File: config.mk
export PLATFORM = sky130hd
export DESIGN_NAME = dda_front
export DESIGN_NICKNAME = d
export VERILOG_FILES = /design/src/hdl/dda_pkg.sv /design/src/hdl/dda_front.sv
export SDC_FILE = /design/constraint.sdc
export NUM_CORES = 1
export LEC_CHECK = 0
export ABC_AREA = 1
export BUFFER_PORTS_ARGS = -buffer_cell sky130_fd_sc_hd__buf_4
export CORE_ASPECT_RATIO = 1.4
export CORE_MARGIN = 2
export CORE_UTILIZATION = 52
export DETAILED_ROUTE_END_ITERATION = 12
export PLACE_DENSITY = 0.8
export REMOVE_ABC_BUFFERS = 1
export SLEW_MARGIN = 5
export SYNTH_ARGS = -nofsm -noshare
export SYNTH_HDL_FRONTEND = slang
export SYNTH_SLANG_ARGS = --single-unit
File: constraint.sdc
create_clock -name clk -period 7.7 [get_ports clk]
set_input_delay 1.155 -clock clk [delete_from_list [all_inputs] [get_ports clk]]
set_output_delay 1.155 -clock clk [all_outputs]
set_load 0.05 [all_outputs]
File: src/hdl/dda_pkg.sv
package dda_pkg;

  // table dimensions
  localparam int SENDER_SLOTS       = 128;
  localparam int NUMBERS_PER_SENDER = 20;
  localparam int SLOT_W   = (SENDER_SLOTS > 1) ? $clog2(SENDER_SLOTS) : 1;
  localparam int WALK_W   = $clog2(SENDER_SLOTS + 1);
  localparam int CNT_W    = $clog2(NUMBERS_PER_SENDER + 1);
  localparam int NUM_DEPTH = SENDER_SLOTS * NUMBERS_PER_SENDER;
  localparam int NUM_AW   = (NUM_DEPTH > 1) ? $clog2(NUM_DEPTH) : 1;

  // protocol constants
  localparam logic [15:0] TIMEOUT_RESET = 16'd30;
  localparam logic [10:0] MIN_DATAGRAM  = 11'd23;
  localparam logic [10:0] MAX_DATAGRAM  = 11'd1472;
  localparam logic [10:0] PROBE_LENGTH  = 11'd3;

  // item class decided at the front
  typedef enum logic [1:0] {
    KIND_TICK,
    KIND_PROBE,
    KIND_DROP,
    KIND_DATA
  } item_kind_t;

  // queued item
  typedef struct packed {
    item_kind_t  kind;
    logic [31:0] now;
    logic [47:0] key;
    logic [31:0] num;
  } q_item_t;

  // back sequencer states
  typedef enum logic [3:0] {
    ST_IDLE,
    ST_AGE,
    ST_CNT_RD,
    ST_CNT_WAIT,
    ST_DUP,
    ST_STORE,
    ST_EMIT_RD,
    ST_EMIT_OUT,
    ST_PROBE
  } back_state_t;

endpackage

File: src/hdl/dda_front.sv
module dda_front (
  input  logic             clk,
  input  logic             rst_n,
  input  logic             in_valid,
  output logic             in_stall,
  input  logic             in_func,
  input  logic [31:0]      in_now_seconds,
  input  logic [31:0]      in_sender_ip,
  input  logic [15:0]      in_sender_port,
  input  logic [10:0]      in_datagram_length,
  input  logic             in_starts_with_put,
  input  logic [31:0]      in_message_number,
  output logic             q_valid,
  output dda_pkg::q_item_t q_item,
  input  logic             q_pop
);

  dda_pkg::q_item_t fifo_r [2];
  dda_pkg::q_item_t new_item;
  logic             wr_ptr_r, wr_ptr_nxt;
  logic             rd_ptr_r, rd_ptr_nxt;
  logic [1:0]       count_r, count_nxt;
  logic [10:0]      len_sat;
  logic             push;

  // length saturation and classification
  always_comb begin
    len_sat = (in_datagram_length > dda_pkg::MAX_DATAGRAM) ?
              dda_pkg::MAX_DATAGRAM : in_datagram_length;
    new_item.now = in_now_seconds;
    new_item.key = {in_sender_ip, in_sender_port};
    new_item.num = in_message_number;
    priority if (!in_func) begin
      new_item.kind = dda_pkg::KIND_TICK;
    end else if (len_sat == dda_pkg::PROBE_LENGTH && in_starts_with_put) begin
      new_item.kind = dda_pkg::KIND_PROBE;
    end else if (len_sat < dda_pkg::MIN_DATAGRAM) begin
      new_item.kind = dda_pkg::KIND_DROP;
    end else begin
      new_item.kind = dda_pkg::KIND_DATA;
    end
  end

  // two-entry queue
  assign in_stall = (count_r == 2'd2);
  assign push     = in_valid && !in_stall;
  assign q_valid  = (count_r != 2'd0);
  assign q_item   = fifo_r[rd_ptr_r];

  always_comb begin
    wr_ptr_nxt = push ? ~wr_ptr_r : wr_ptr_r;
    rd_ptr_nxt = q_pop ? ~rd_ptr_r : rd_ptr_r;
    count_nxt  = count_r + {1'b0, push} - {1'b0, q_pop};
  end

  always_ff @(posedge clk) begin
    if (!rst_n) begin
      wr_ptr_r <= 1'b0;
      rd_ptr_r <= 1'b0;
      count_r  <= 2'd0;
    end else begin
      wr_ptr_r <= wr_ptr_nxt;
      rd_ptr_r <= rd_ptr_nxt;
      count_r  <= count_nxt;
    end
  end

  always_ff @(posedge clk) begin
    if (push) begin
      fifo_r[wr_ptr_r] <= new_item;
    end
  end

endmodule

Yosys cells after proc, flatten, opt, wreduce, memory -nomap -nowiden
Memory sizes are Yosys's and may differ from the RTL's. A register that Yosys moved wholly into a read port is not among the register bits.
Cells that the tools add are included.

word-level totals
  register bits after elaboration = 4
  memory bits (writable) = 228
  bits of input ports = 129
  logic and storage cells = 24
  memories kept = 1

memories
  name    words  bits a word  read ports  clocked after Yosys merged registers in  wr ports  line             text
  fifo_r  2      114          1           1                                        1         dda_front.sv:18  dda_pkg::q_item_t fifo_r [2];

cells by class
  add/subtract/negate cells = 2
  magnitude comparators = 2
  eq/ne operators = 2
  mux-type cells = 8
  bitwise logic cells = 2
  reduce and logical (&&, ||, !) cells = 4

operator list
  kind                  number
  $eq 11x2->1 const B   1
  $gt 11x11->1 const B  1
  $lt 11x5->1 const B   1
  $mux 11               1
  $mux 1                5
  $mux 2                2
  $add 2x1->2           1
  $eq 2x2->1 const B    1
  $logic_and 1x1->1     2
  $not 1->1             2
  $reduce_bool 2->1     1
  $sub 2x1->2           1
  $logic_not 1->1       1

Depth between registers and ports, before layout
Gate-level depths: netlist of run 1.

  depth in word-level cells = 6
  gate-level depth with buffers = 9
  mapped depth without buffers = 9

Least setup slack after synthesis of run 1
OpenSTA, ideal clock, no wires.

  path kind = input to register
  start point = input in_valid
  end point = memory fifo_r[1][0] (netlist bit), enable pin
  library setup time = 0.590 ns
  data arrival time = 6.040 ns
  data required time = 7.110 ns
  path slack = 1.071 ns
  cell stages on the path = 2
  cells stage by stage = o21ai_1 nor2_1

on the way
  longest elaborated chain between the ends = 3

ends and longest elaborated chain
  item                          line             text
  start: declaration            dda_front.sv:4   input logic in_valid,
  $logic_and 1x1->1             dda_front.sv:46  assign push = in_valid && !in_stall;
  $mux 1                        dda_front.sv:69  if (push) begin
  $mux 1 (not written as such)  dda_front.sv:70  fifo_r[wr_ptr_r] <= new_item;
  end: declaration              dda_front.sv:18

Every way passes these cells.

==> results of run 1 <==
-- worst max-delay path, cell delays in order, from the launching register on --
cell and delay [ns]:
dfxtp_4 0.86, buf_4 0.87, mux2_2 0.42, buf_4 0.19
-- state kept, by name (all words and copies together), names as in the netlist, named ones only --
| register | flops |
|---|---|
| count_r | 2 |
| fifo_r | 228 |
| rd_ptr_r | 1 |
| wr_ptr_r | 1 |
-- power breakdown --
part / switching [mW] / internal, mW / leakage, nW
combinational: 0.492 / 0.270 / 1.99
clock: 0.434 / 0.647 / 0.363
sequential: 0.0411 / 1.54 / 2.17
-- cell usage after synthesis, drive strengths merged --
cell type / count / share of area (%)
nor2: 15 / 0.64
o21ai: 1 / 0.057
or2: 2 / 0.14
nand3: 2 / 0.11
buf: 13 / 1.4
dfxtp: 5 / 1.1
xnor2: 1 / 0.10
xor2: 1 / 0.10
a21boi: 1 / 0.085
mux2: 114 / 17
ha: 2 / 0.28
edfxtp: 228 / 78
inv: 10 / 0.43
nand2: 11 / 0.47
-- layer usage --
metal | routed length (um) | share of wire (%) | vias up | track usage (%)
met1 | 5850 | 35 | 2176 | 18.7
met3 | 1010 | 6.0 | 48 | 4.10
met4 | 751 | 4.4 | 0 | 8.65
li1 | - | - | 2090 | -
met2 | 9290 | 55 | 163 | 33.0
met5 | 0 | 0 | - | 0
-- cell type report --
cell class                 instances  area [um^2]  area share [%]
clock buffer                      26          587            5.08
clock inverter                    13          149            1.29
inverter                          10         37.5           0.325
multi-input combinational        150         1700            14.7
sequential                       233         6950            60.2
tap                              203          254            2.20
timing repair buffer             249         1870            16.2
-- path summary, 6_finish.rpt --
path                               from  slack [ns]                       to  cells past startpoint
setup / recovery              flip-flop        3.57               q_item[43]                      3
hold reg to reg   rd_ptr_r$_SDFFE_PN0P_        0.54    rd_ptr_r$_SDFFE_PN0P_                      2
hold / removal    rd_ptr_r$_SDFFE_PN0P_        0.54    rd_ptr_r$_SDFFE_PN0P_                      2
setup reg to reg  count_r[1]$_SDFF_PN0_        5.15  fifo_r[1][98]$_DFFE_PP_                      5
-- cells by family (layout without fill, tap and decap cells) --
group	count (synthesis)	in the layout
xor+xnor	2	2
simple gates	30	30
flops	233	233
compound gates	2	2
fa+ha+maj	2	2
mux	114	114
buf+inv	23	298
==> impl_metrics.env, run 1 <==
export IMPL_status="completed"
export IMPL_critical_path_class="reg2out"
export IMPL_routedWlPerCell_um=19.1
export IMPL_synth_compound_area_share_pct=0.142
export IMPL_post_place_cells=845
export IMPL_leakagePower_nw=4.52
export IMPL_detailed_place_area_um2=10800
export IMPL_maxSlewViolCount=0
export IMPL_grt_max_degree=64
export IMPL_synth_fa_ha_area_share_pct=0.285
export IMPL_final_cell_mix="249 x buf_4, 228 x edfxtp_1, 60 x mux2_4, 54 x mux2_2, 23 x clkbuf_16"
export IMPL_min_path_type="reg2reg"
export IMPL_track_usage_pct=17.7
export IMPL_syn2layout_area_growth_pct=31.4
export IMPL_overflow=0
export IMPL_maxCapViolations=0
export IMPL_grt_pass1_wl_um=24200
export IMPL_ys_seq_area_share_pct=79.1
export IMPL_cts_resized_gates=0
export IMPL_cp_start_kind="flip-flop"
export IMPL_total_power_mw=3.42
export IMPL_fillers=1094
export IMPL_synth_distinct_cells=17
export IMPL_ir_worst_vdd_uv=242
export IMPL_post_cts_setup_buffer_count=0
export IMPL_routed_via_density=5.06
export IMPL_power_density_nw_per_um2=296
export IMPL_relSlewSlack_pct=29.2
export IMPL_clock_latency_ns=0.48
export IMPL_timing_fmax_ghz=0.242
export IMPL_cts_made_buffers=22
export IMPL_finalWirelength_um=16900
export IMPL_muxShareOfSynthArea_pct=17.2
export IMPL_die_area_um2=18000
export IMPL_io_buffers=244
export IMPL_ys_seq_elements=233
export IMPL_setup_ws_ns=3.57
export IMPL_core_um2=16700
export IMPL_num_vias=4477
export IMPL_grt_setup_unrepaired="no"
export IMPL_worstPathArrival_ns=2.98
export IMPL_cts_hold_buf=0
export IMPL_rows=56
export IMPL_finalHoldViolCount=0
export IMPL_ant_nets=0
export IMPL_synthXorXnorAreaFrac_pct=0.199
export IMPL_setup_viol=0
export IMPL_synth_top_family_by_area="multiplexers"
export IMPL_cp_required_ns=6.55
export IMPL_yosys_warnings=0
export IMPL_fin_util_pct=69.2
export IMPL_synthCells=406
export IMPL_avgSynthCellArea_um2=21.6
export IMPL_start_util_pct=52.7
export IMPL_dieHeight_um=158
export IMPL_yosys_area_share_simple_pct=1.37
export IMPL_cts_max_level=1
export IMPL_mostFrequentLayoutCell="buf_4"
export IMPL_ios=245
export IMPL_post_place_ws_ns=4.04
export IMPL_clk_pin_slew_ns=0.06
export IMPL_initialDrtViolationCount=228
export IMPL_clock_sinks=233
export IMPL_finalSetupTns_ns=0
export IMPL_cp_end_kind="primary output"
export IMPL_diodes=0
export IMPL_worstPathMaxFanout=63
export IMPL_drt_first_pass_iters=4
export IMPL_drive_gt1_share_pct=59.2
export IMPL_fin_crit_sh_pct=53.7
export IMPL_antenna_found_initial=0
export IMPL_syn_area_um2=8790
export IMPL_grt_pass1_vias=4733
export IMPL_finalCriticalPeriod_ns=4.13
export IMPL_die_w_um=114
export IMPL_post_dp_hpwl_um=11500
export IMPL_design_area_um2=11500
export IMPL_fin_cells=884
export IMPL_timing_hold_ws_ns=0.544
export IMPL_place_gp_congestion=0.751
export IMPL_drc=0
export IMPL_max_clock_path_buffers=3
export IMPL_worst_slew_pin_slew_ns=1.06
export IMPL_cts_tree="built"
export IMPL_cts_root_buffer="clkbuf_16"
export IMPL_skew_ns=0.00588
export IMPL_nets=797
(Power assumes the default switching activity.)
==> run 2, diff against run 1 <==
- ABC_AREA: 1 -> 0
- clock period: 7.7 -> 4 ns (I/O delays scaled with it)
==> run 2 against run 1 <==
Net effect:
- combinational power is 150% higher
- non-clock buffer count decreased by 1
- die area is 0.21% lower
- routed wire length rose by 1.5%
- first-iteration DRC count increased by 34%
- core utilization decreased by 0.15 points
- sequential cell count is the same
- critical path depth unchanged
- hold slack got worse by 0.25 ns
==> impl_metrics.env, run 2 <==
export IMPL_async_flop_share_pct=0
export IMPL_ir_worst_vdd_uv=425
export IMPL_maxSlewViolCount=0
export IMPL_critical_path_class="reg2out"
export IMPL_worst_slew_pin_slew_ns=0.760
export IMPL_track_usage_pct=18.3
export IMPL_design_area_um2=11500
export IMPL_cts_made_buffers=21
export IMPL_core_um2=16600
export IMPL_clk_pin_slew_ns=0.06
export IMPL_grt_max_degree=69
export IMPL_cp_slowest_cell="buf_4"
export IMPL_nets=782
export IMPL_place_gp_congestion=0.753
export IMPL_reg_largest_list="fifo_r x228, count_r x2"
export IMPL_drive_gt1_share_pct=60.0
export IMPL_post_dp_hpwl_um=11600
export IMPL_syn_area_um2=8770
export IMPL_final_cell_mix="245 x buf_4, 228 x edfxtp_1, 60 x mux2_4, 54 x mux2_2, 21 x clkbuf_16"
export IMPL_finalCriticalPeriod_ns=2.70
export IMPL_synth_compound_area_share_pct=0.342
export IMPL_die_area_um2=17900
export IMPL_total_power_mw=6.92
export IMPL_max_clock_path_buffers=3
export IMPL_synth_distinct_cells=24
export IMPL_initialDrtViolationCount=306
export IMPL_drt_first_pass_iters=4
export IMPL_setup_ws_ns=1.30
export IMPL_ys_seq_area_share_pct=79.2
export IMPL_post_place_ws_ns=1.52
export IMPL_min_path_type="in2reg"
export IMPL_muxShareOfSynthArea_pct=17.2
export IMPL_cts_tree="built"
export IMPL_relSlewSlack_pct=49.3
export IMPL_avgSynthCellArea_um2=22.3
export IMPL_maxCapViolations=0
export IMPL_grt_pass1_vias=4815
export IMPL_synth_top_family_by_area="multiplexers"
export IMPL_synth_top_area_share_pct=78.1
export IMPL_overflow=0
export IMPL_finalHoldViolCount=0
export IMPL_rows=56
export IMPL_yosys_warnings=0
export IMPL_status="completed"
export IMPL_largest_register_ffs=228
export IMPL_start_util_pct=52.8
export IMPL_drc=0
export IMPL_synthXorXnorAreaFrac_pct=0.300
export IMPL_clock_sinks=233
export IMPL_grt_setup_unrepaired="no"
export IMPL_slowest_delay_ns=0.57
export IMPL_cp_required_ns=3.40
export IMPL_synth_most_common_cell="edfxtp_1"
export IMPL_synthCells=393
export IMPL_ios=245
export IMPL_clock_latency_ns=0.49
export IMPL_cts_hold_buf=0
export IMPL_post_place_cells=831
export IMPL_mostFrequentLayoutCell="buf_4"
export IMPL_ys_top_cells_by_area="edfxtp_1 78%, mux2_4 10%, mux2_2 6.9%"
export IMPL_cts_max_level=1
export IMPL_die_w_um=114
export IMPL_synth_edff_count=228
export IMPL_ys_seq_elements=233
export IMPL_dieHeight_um=158
export IMPL_skew_ns=0.00947
export IMPL_syn2layout_area_growth_pct=30.8
export IMPL_io_buffers=244
export IMPL_cp_end_kind="primary output"
export IMPL_grt_pass1_wl_um=25000
export IMPL_worstPathMaxFanout=44
export IMPL_ys_flop_type="edfxtp_1"
export IMPL_diodes=0
export IMPL_finalWirelength_um=17200
export IMPL_detailed_place_area_um2=10800
export IMPL_worstPathArrival_ns=2.10
export IMPL_post_cts_setup_buffer_count=0
export IMPL_fin_cells=868
export IMPL_fin_crit_sh_pct=67.6
export IMPL_cts_root_buffer="clkbuf_16"
export IMPL_ant_nets=0
export IMPL_routedWlPerCell_um=19.8
export IMPL_yosys_area_share_simple_pct=1.03
export IMPL_fillers=1080
export IMPL_antenna_found_initial=0
export IMPL_cp_start_kind="flip-flop"
export IMPL_leakagePower_nw=4.45
export IMPL_power_density_nw_per_um2=603
export IMPL_netlist_top_cells_count="228 x edfxtp_1, 60 x mux2_4, 54 x mux2_2"
export IMPL_cp_cell_sequence="buf_4 > mux2_2 > buf_4"
export IMPL_yosysTopAreaCell="edfxtp_1"
export IMPL_cp_common_cell="buf_4"
export IMPL_routed_via_density=5.16
export IMPL_top_register="fifo_r"
export IMPL_setup_viol=0
export IMPL_timing_fmax_ghz=0.370
export IMPL_num_vias=4480
export IMPL_synth_fa_ha_area_share_pct=0.285
export IMPL_cts_resized_gates=0
-- run 2: cell families after synthesis --
logic type	after synthesis
fa+ha+maj	2
compound gates	5
buf+inv	19
simple gates	17
flops	233
xor+xnor	3
mux	114
-- run 2: area by class of cell --
class / count / area, um^2 / area share [%]
tap: 203 / 254 / 2.21
clock buffer: 25 / 571 / 4.97
timing repair buffer: 248 / 1900 / 16.6
sequential: 233 / 6950 / 60.6
multi-input combinational: 141 / 1690 / 14.7
clock inverter: 12 / 87.6 / 0.763
inverter: 6 / 25.0 / 0.218
-- run 2: routing by layer --
metal / share of wire, % / GRT usage [%]
met5: 0 / 0
met4: 3.8 / 8.25
met3: 6.5 / 4.02
met2: 56 / 34.4
met1: 34 / 19.5
-- run 2: critical path, delay by kind of cell (launching register included) --
kind	cells	cell delay, ns
buffers and inverters	2	0.76
DFF	1	0.39
muxes	1	0.42
-- run 2: report_power, final --
part           switching [mW]  internal [mW]
combinational            1.24          0.641
clock                   0.823           1.08
sequential             0.0786           3.06
total                    2.14           4.78
-- run 2: through the flow --
step / hold WS (ns) / setup TNS [ns] / utilization, %
after floorplan: 0.458 / -102.43 / -
after global placement: 0.482 / 0 / 65.1
after detailed placement: 0.488 / 0 / 65.1
after CTS: 0.277 / 0 / 69.1
after global routing: 0.281 / 0 / 69.1
final: 0.296 / 0 / 69.1
-- run 2: worst paths after layout --
kind,slack [ns],depth (start not counted),startpoint,endpoint
worst max-delay path,1.30,3,flip-flop,q_item[50]
worst min-delay path,0.30,1,in_message_number[6],fifo_r[0][6]$_DFFE_PP_
worst max register to register,1.68,5,count_r[0]$_SDFF_PN0_,fifo_r[0][48]$_DFFE_PP_
worst min register to register,0.51,2,wr_ptr_r$_SDFFE_PN0P_,wr_ptr_r$_SDFFE_PN0P_
==> run 3, diff against run 2 <==
- clock period: 4 -> 2.55 ns (I/O delays scaled with it)
==> run 3 against run 2 <==
Net effect:
- power is 58% higher
- routed wire length is 2.3% higher
- sequential share of layout area is 0.38 points lower
- worst setup slack worse by 1.1 ns
- non-clock buffer count is 5 higher
- critical path type unchanged
- clock skew is 0.0021 ns lower
- sequential power is 57% higher
- critical path depth stayed put
- sequential cell count stayed put
- clock power is 59% higher
- first-iteration DRC count is 31% lower
- cell count is 0.81% higher
==> impl_metrics.env, run 3 (synthesized netlist as in run 2, its figures left out) <==
export IMPL_io_buffers=244
export IMPL_grt_setup_unrepaired="no"
export IMPL_cts_hold_buf=0
export IMPL_crit_buf_inv=2
export IMPL_skew_ns=0.00740
export IMPL_overflow=0
export IMPL_core_um2=16600
export IMPL_ant_nets=0
export IMPL_cp_slowest_cell="buf_4"
export IMPL_fillers=1026
export IMPL_place_gp_congestion=0.763
export IMPL_leakagePower_nw=4.48
export IMPL_post_dp_hpwl_um=12200
export IMPL_ir_worst_vdd_uv=698
export IMPL_drive_gt1_share_pct=59.4
export IMPL_cts_max_level=1
export IMPL_grt_pass1_vias=4784
export IMPL_largest_register_ffs=228
export IMPL_slowest_delay_ns=0.47
export IMPL_clock_latency_ns=0.49
export IMPL_start_util_pct=52.8
export IMPL_dieHeight_um=158
export IMPL_mostFrequentLayoutCell="buf_4"
export IMPL_reg2reg_to="fifo_r[0][25]$_DFFE_PP_"
export IMPL_ff_latch_area_um2=6950
export IMPL_post_cts_setup_buffer_count=0
export IMPL_min_path_cells=1
export IMPL_cts_tree="built"
export IMPL_initialDrtViolationCount=212
export IMPL_worstPathArrival_ns=1.94
export IMPL_antenna_found_initial=0
export IMPL_grt_pass1_wl_um=25600
export IMPL_die_w_um=114
export IMPL_critPathTopFamily="buffers and inverters"
export IMPL_setup_ws_ns=0.226
export IMPL_routed_via_density=5.17
export IMPL_num_vias=4521
export IMPL_grt_max_degree=52
export IMPL_r2r_start="count_r[0]$_SDFF_PN0_"
export IMPL_power_density_nw_per_um2=949
export IMPL_finalHoldViolCount=0
export IMPL_relSlewSlack_pct=63.0
export IMPL_r2r_setup_slack_ns=0.56
export IMPL_reg_largest_list="fifo_r x228, count_r x2"
export IMPL_track_usage_pct=18.9
export IMPL_cp_cell_sequence="buf_4 > mux2_2 > buf_4"
export IMPL_drc=0
export IMPL_cp_end_kind="primary output"
export IMPL_cts_resized_gates=0
export IMPL_worstPathMaxFanout=35
export IMPL_total_power_mw=11.0
export IMPL_post_place_ws_ns=0.572
export IMPL_setup_viol=0
export IMPL_diodes=0
export IMPL_maxCapViolations=0
export IMPL_critical_path_class="reg2out"
export IMPL_max_clock_path_buffers=3
export IMPL_cts_made_buffers=22
export IMPL_cp_start_kind="flip-flop"
export IMPL_top_register="fifo_r"
export IMPL_drt_first_pass_iters=4
export IMPL_timing_fmax_ghz=0.430
export IMPL_routedWlPerCell_um=20.1
export IMPL_finalSetupTns_ns=0
export IMPL_syn2layout_area_growth_pct=31.7
export IMPL_cp_required_ns=2.17
export IMPL_finalWirelength_um=17600
export IMPL_holdPathEnd="fifo_r[1][101]$_DFFE_PP_"
export IMPL_cts_root_buffer="clkbuf_16"
export IMPL_rows=56
export IMPL_fin_util_pct=69.5
export IMPL_min_path_type="in2reg"
export IMPL_fin_crit_sh_pct=91.1
export IMPL_ios=245
export IMPL_timing_hold_ws_ns=0.0747
export IMPL_maxSlewViolCount=0
export IMPL_r2r_cells=5
export IMPL_status="completed"
export IMPL_worst_slew_pin_slew_ns=0.555
export IMPL_cp_common_cell="buf_4"
export IMPL_min_delay_start="in_now_seconds[21]"
export IMPL_finalCriticalPeriod_ns=2.32
export IMPL_clock_sinks=233
export IMPL_clk_pin_slew_ns=0.06
export IMPL_die_area_um2=17900
export IMPL_nets=788
export IMPL_multi_input_area_um2=1690
export IMPL_final_cell_mix="248 x buf_4, 228 x edfxtp_1, 60 x mux2_4, 54 x mux2_2, 23 x clkbuf_16"
-- run 3: worst max-delay path by stage --
stage	start	slack [ns]	cells past startpoint	endpoint
after detailed placement	count_r[0]$_SDFF_PN0_	0.57	5	fifo_r[0][25]$_DFFE_PP_
after floorplan	flip-flop	-2.20	1	q_item[0]
after CTS	flip-flop	0.20	3	q_item[8]
final	flip-flop	0.23	3	q_item[48]
after global routing	flip-flop	0.16	3	q_item[8]
after global placement	in_valid	0.67	5	fifo_r[0][47]$_DFFE_PP_
-- run 3: layout make-up --
| cell class | count | share of cell area, % |
|---|---|---|
| timing repair buffer | 253 | 17.0 |
| tap | 203 | 2.20 |
| multi-input combinational | 141 | 14.6 |
| sequential | 233 | 60.2 |
| clock inverter | 10 | 0.607 |
| clock buffer | 29 | 5.18 |
| inverter | 6 | 0.217 |
-- run 3: per-stage QoR --
stage | cell area (um^2) | instances
global placement | 10900 | 836
finish | 11500 | 875
global route | 11500 | 875
CTS | 11500 | 875
floorplan | 8650 | 380
detailed placement | 10900 | 836
-- run 3: routing by layer --
metal | track usage [%] | wire, um | vias to the layer above
met2 | 36.8 | 10000 | 158
met1 | 19.2 | 5760 | 2250
met3 | 3.94 | 1030 | 41
met4 | 8.25 | 724 | 0
met5 | 0 | 0 | -
li1 | - | - | 2072
-- run 3: worst register-to-register path: cells and delay by family, from the launching register on --
| kind | cells | cell delay [ns] |
|---|---|---|
| AND/OR/NAND/NOR | 2 | 0.56 |
| flip-flops | 1 | 0.35 |
| buffers and inverters | 3 | 0.76 |
-- run 3: power breakdown --
| group | total, mW | internal, mW | switching [mW] |
|---|---|---|---|
| sequential | 4.93 | 4.80 | 0.126 |
| clock | 3.03 | 1.75 | 1.28 |
| combinational | 3.00 | 1.04 | 1.96 |
| total | 11.0 | 7.58 | 3.37 |
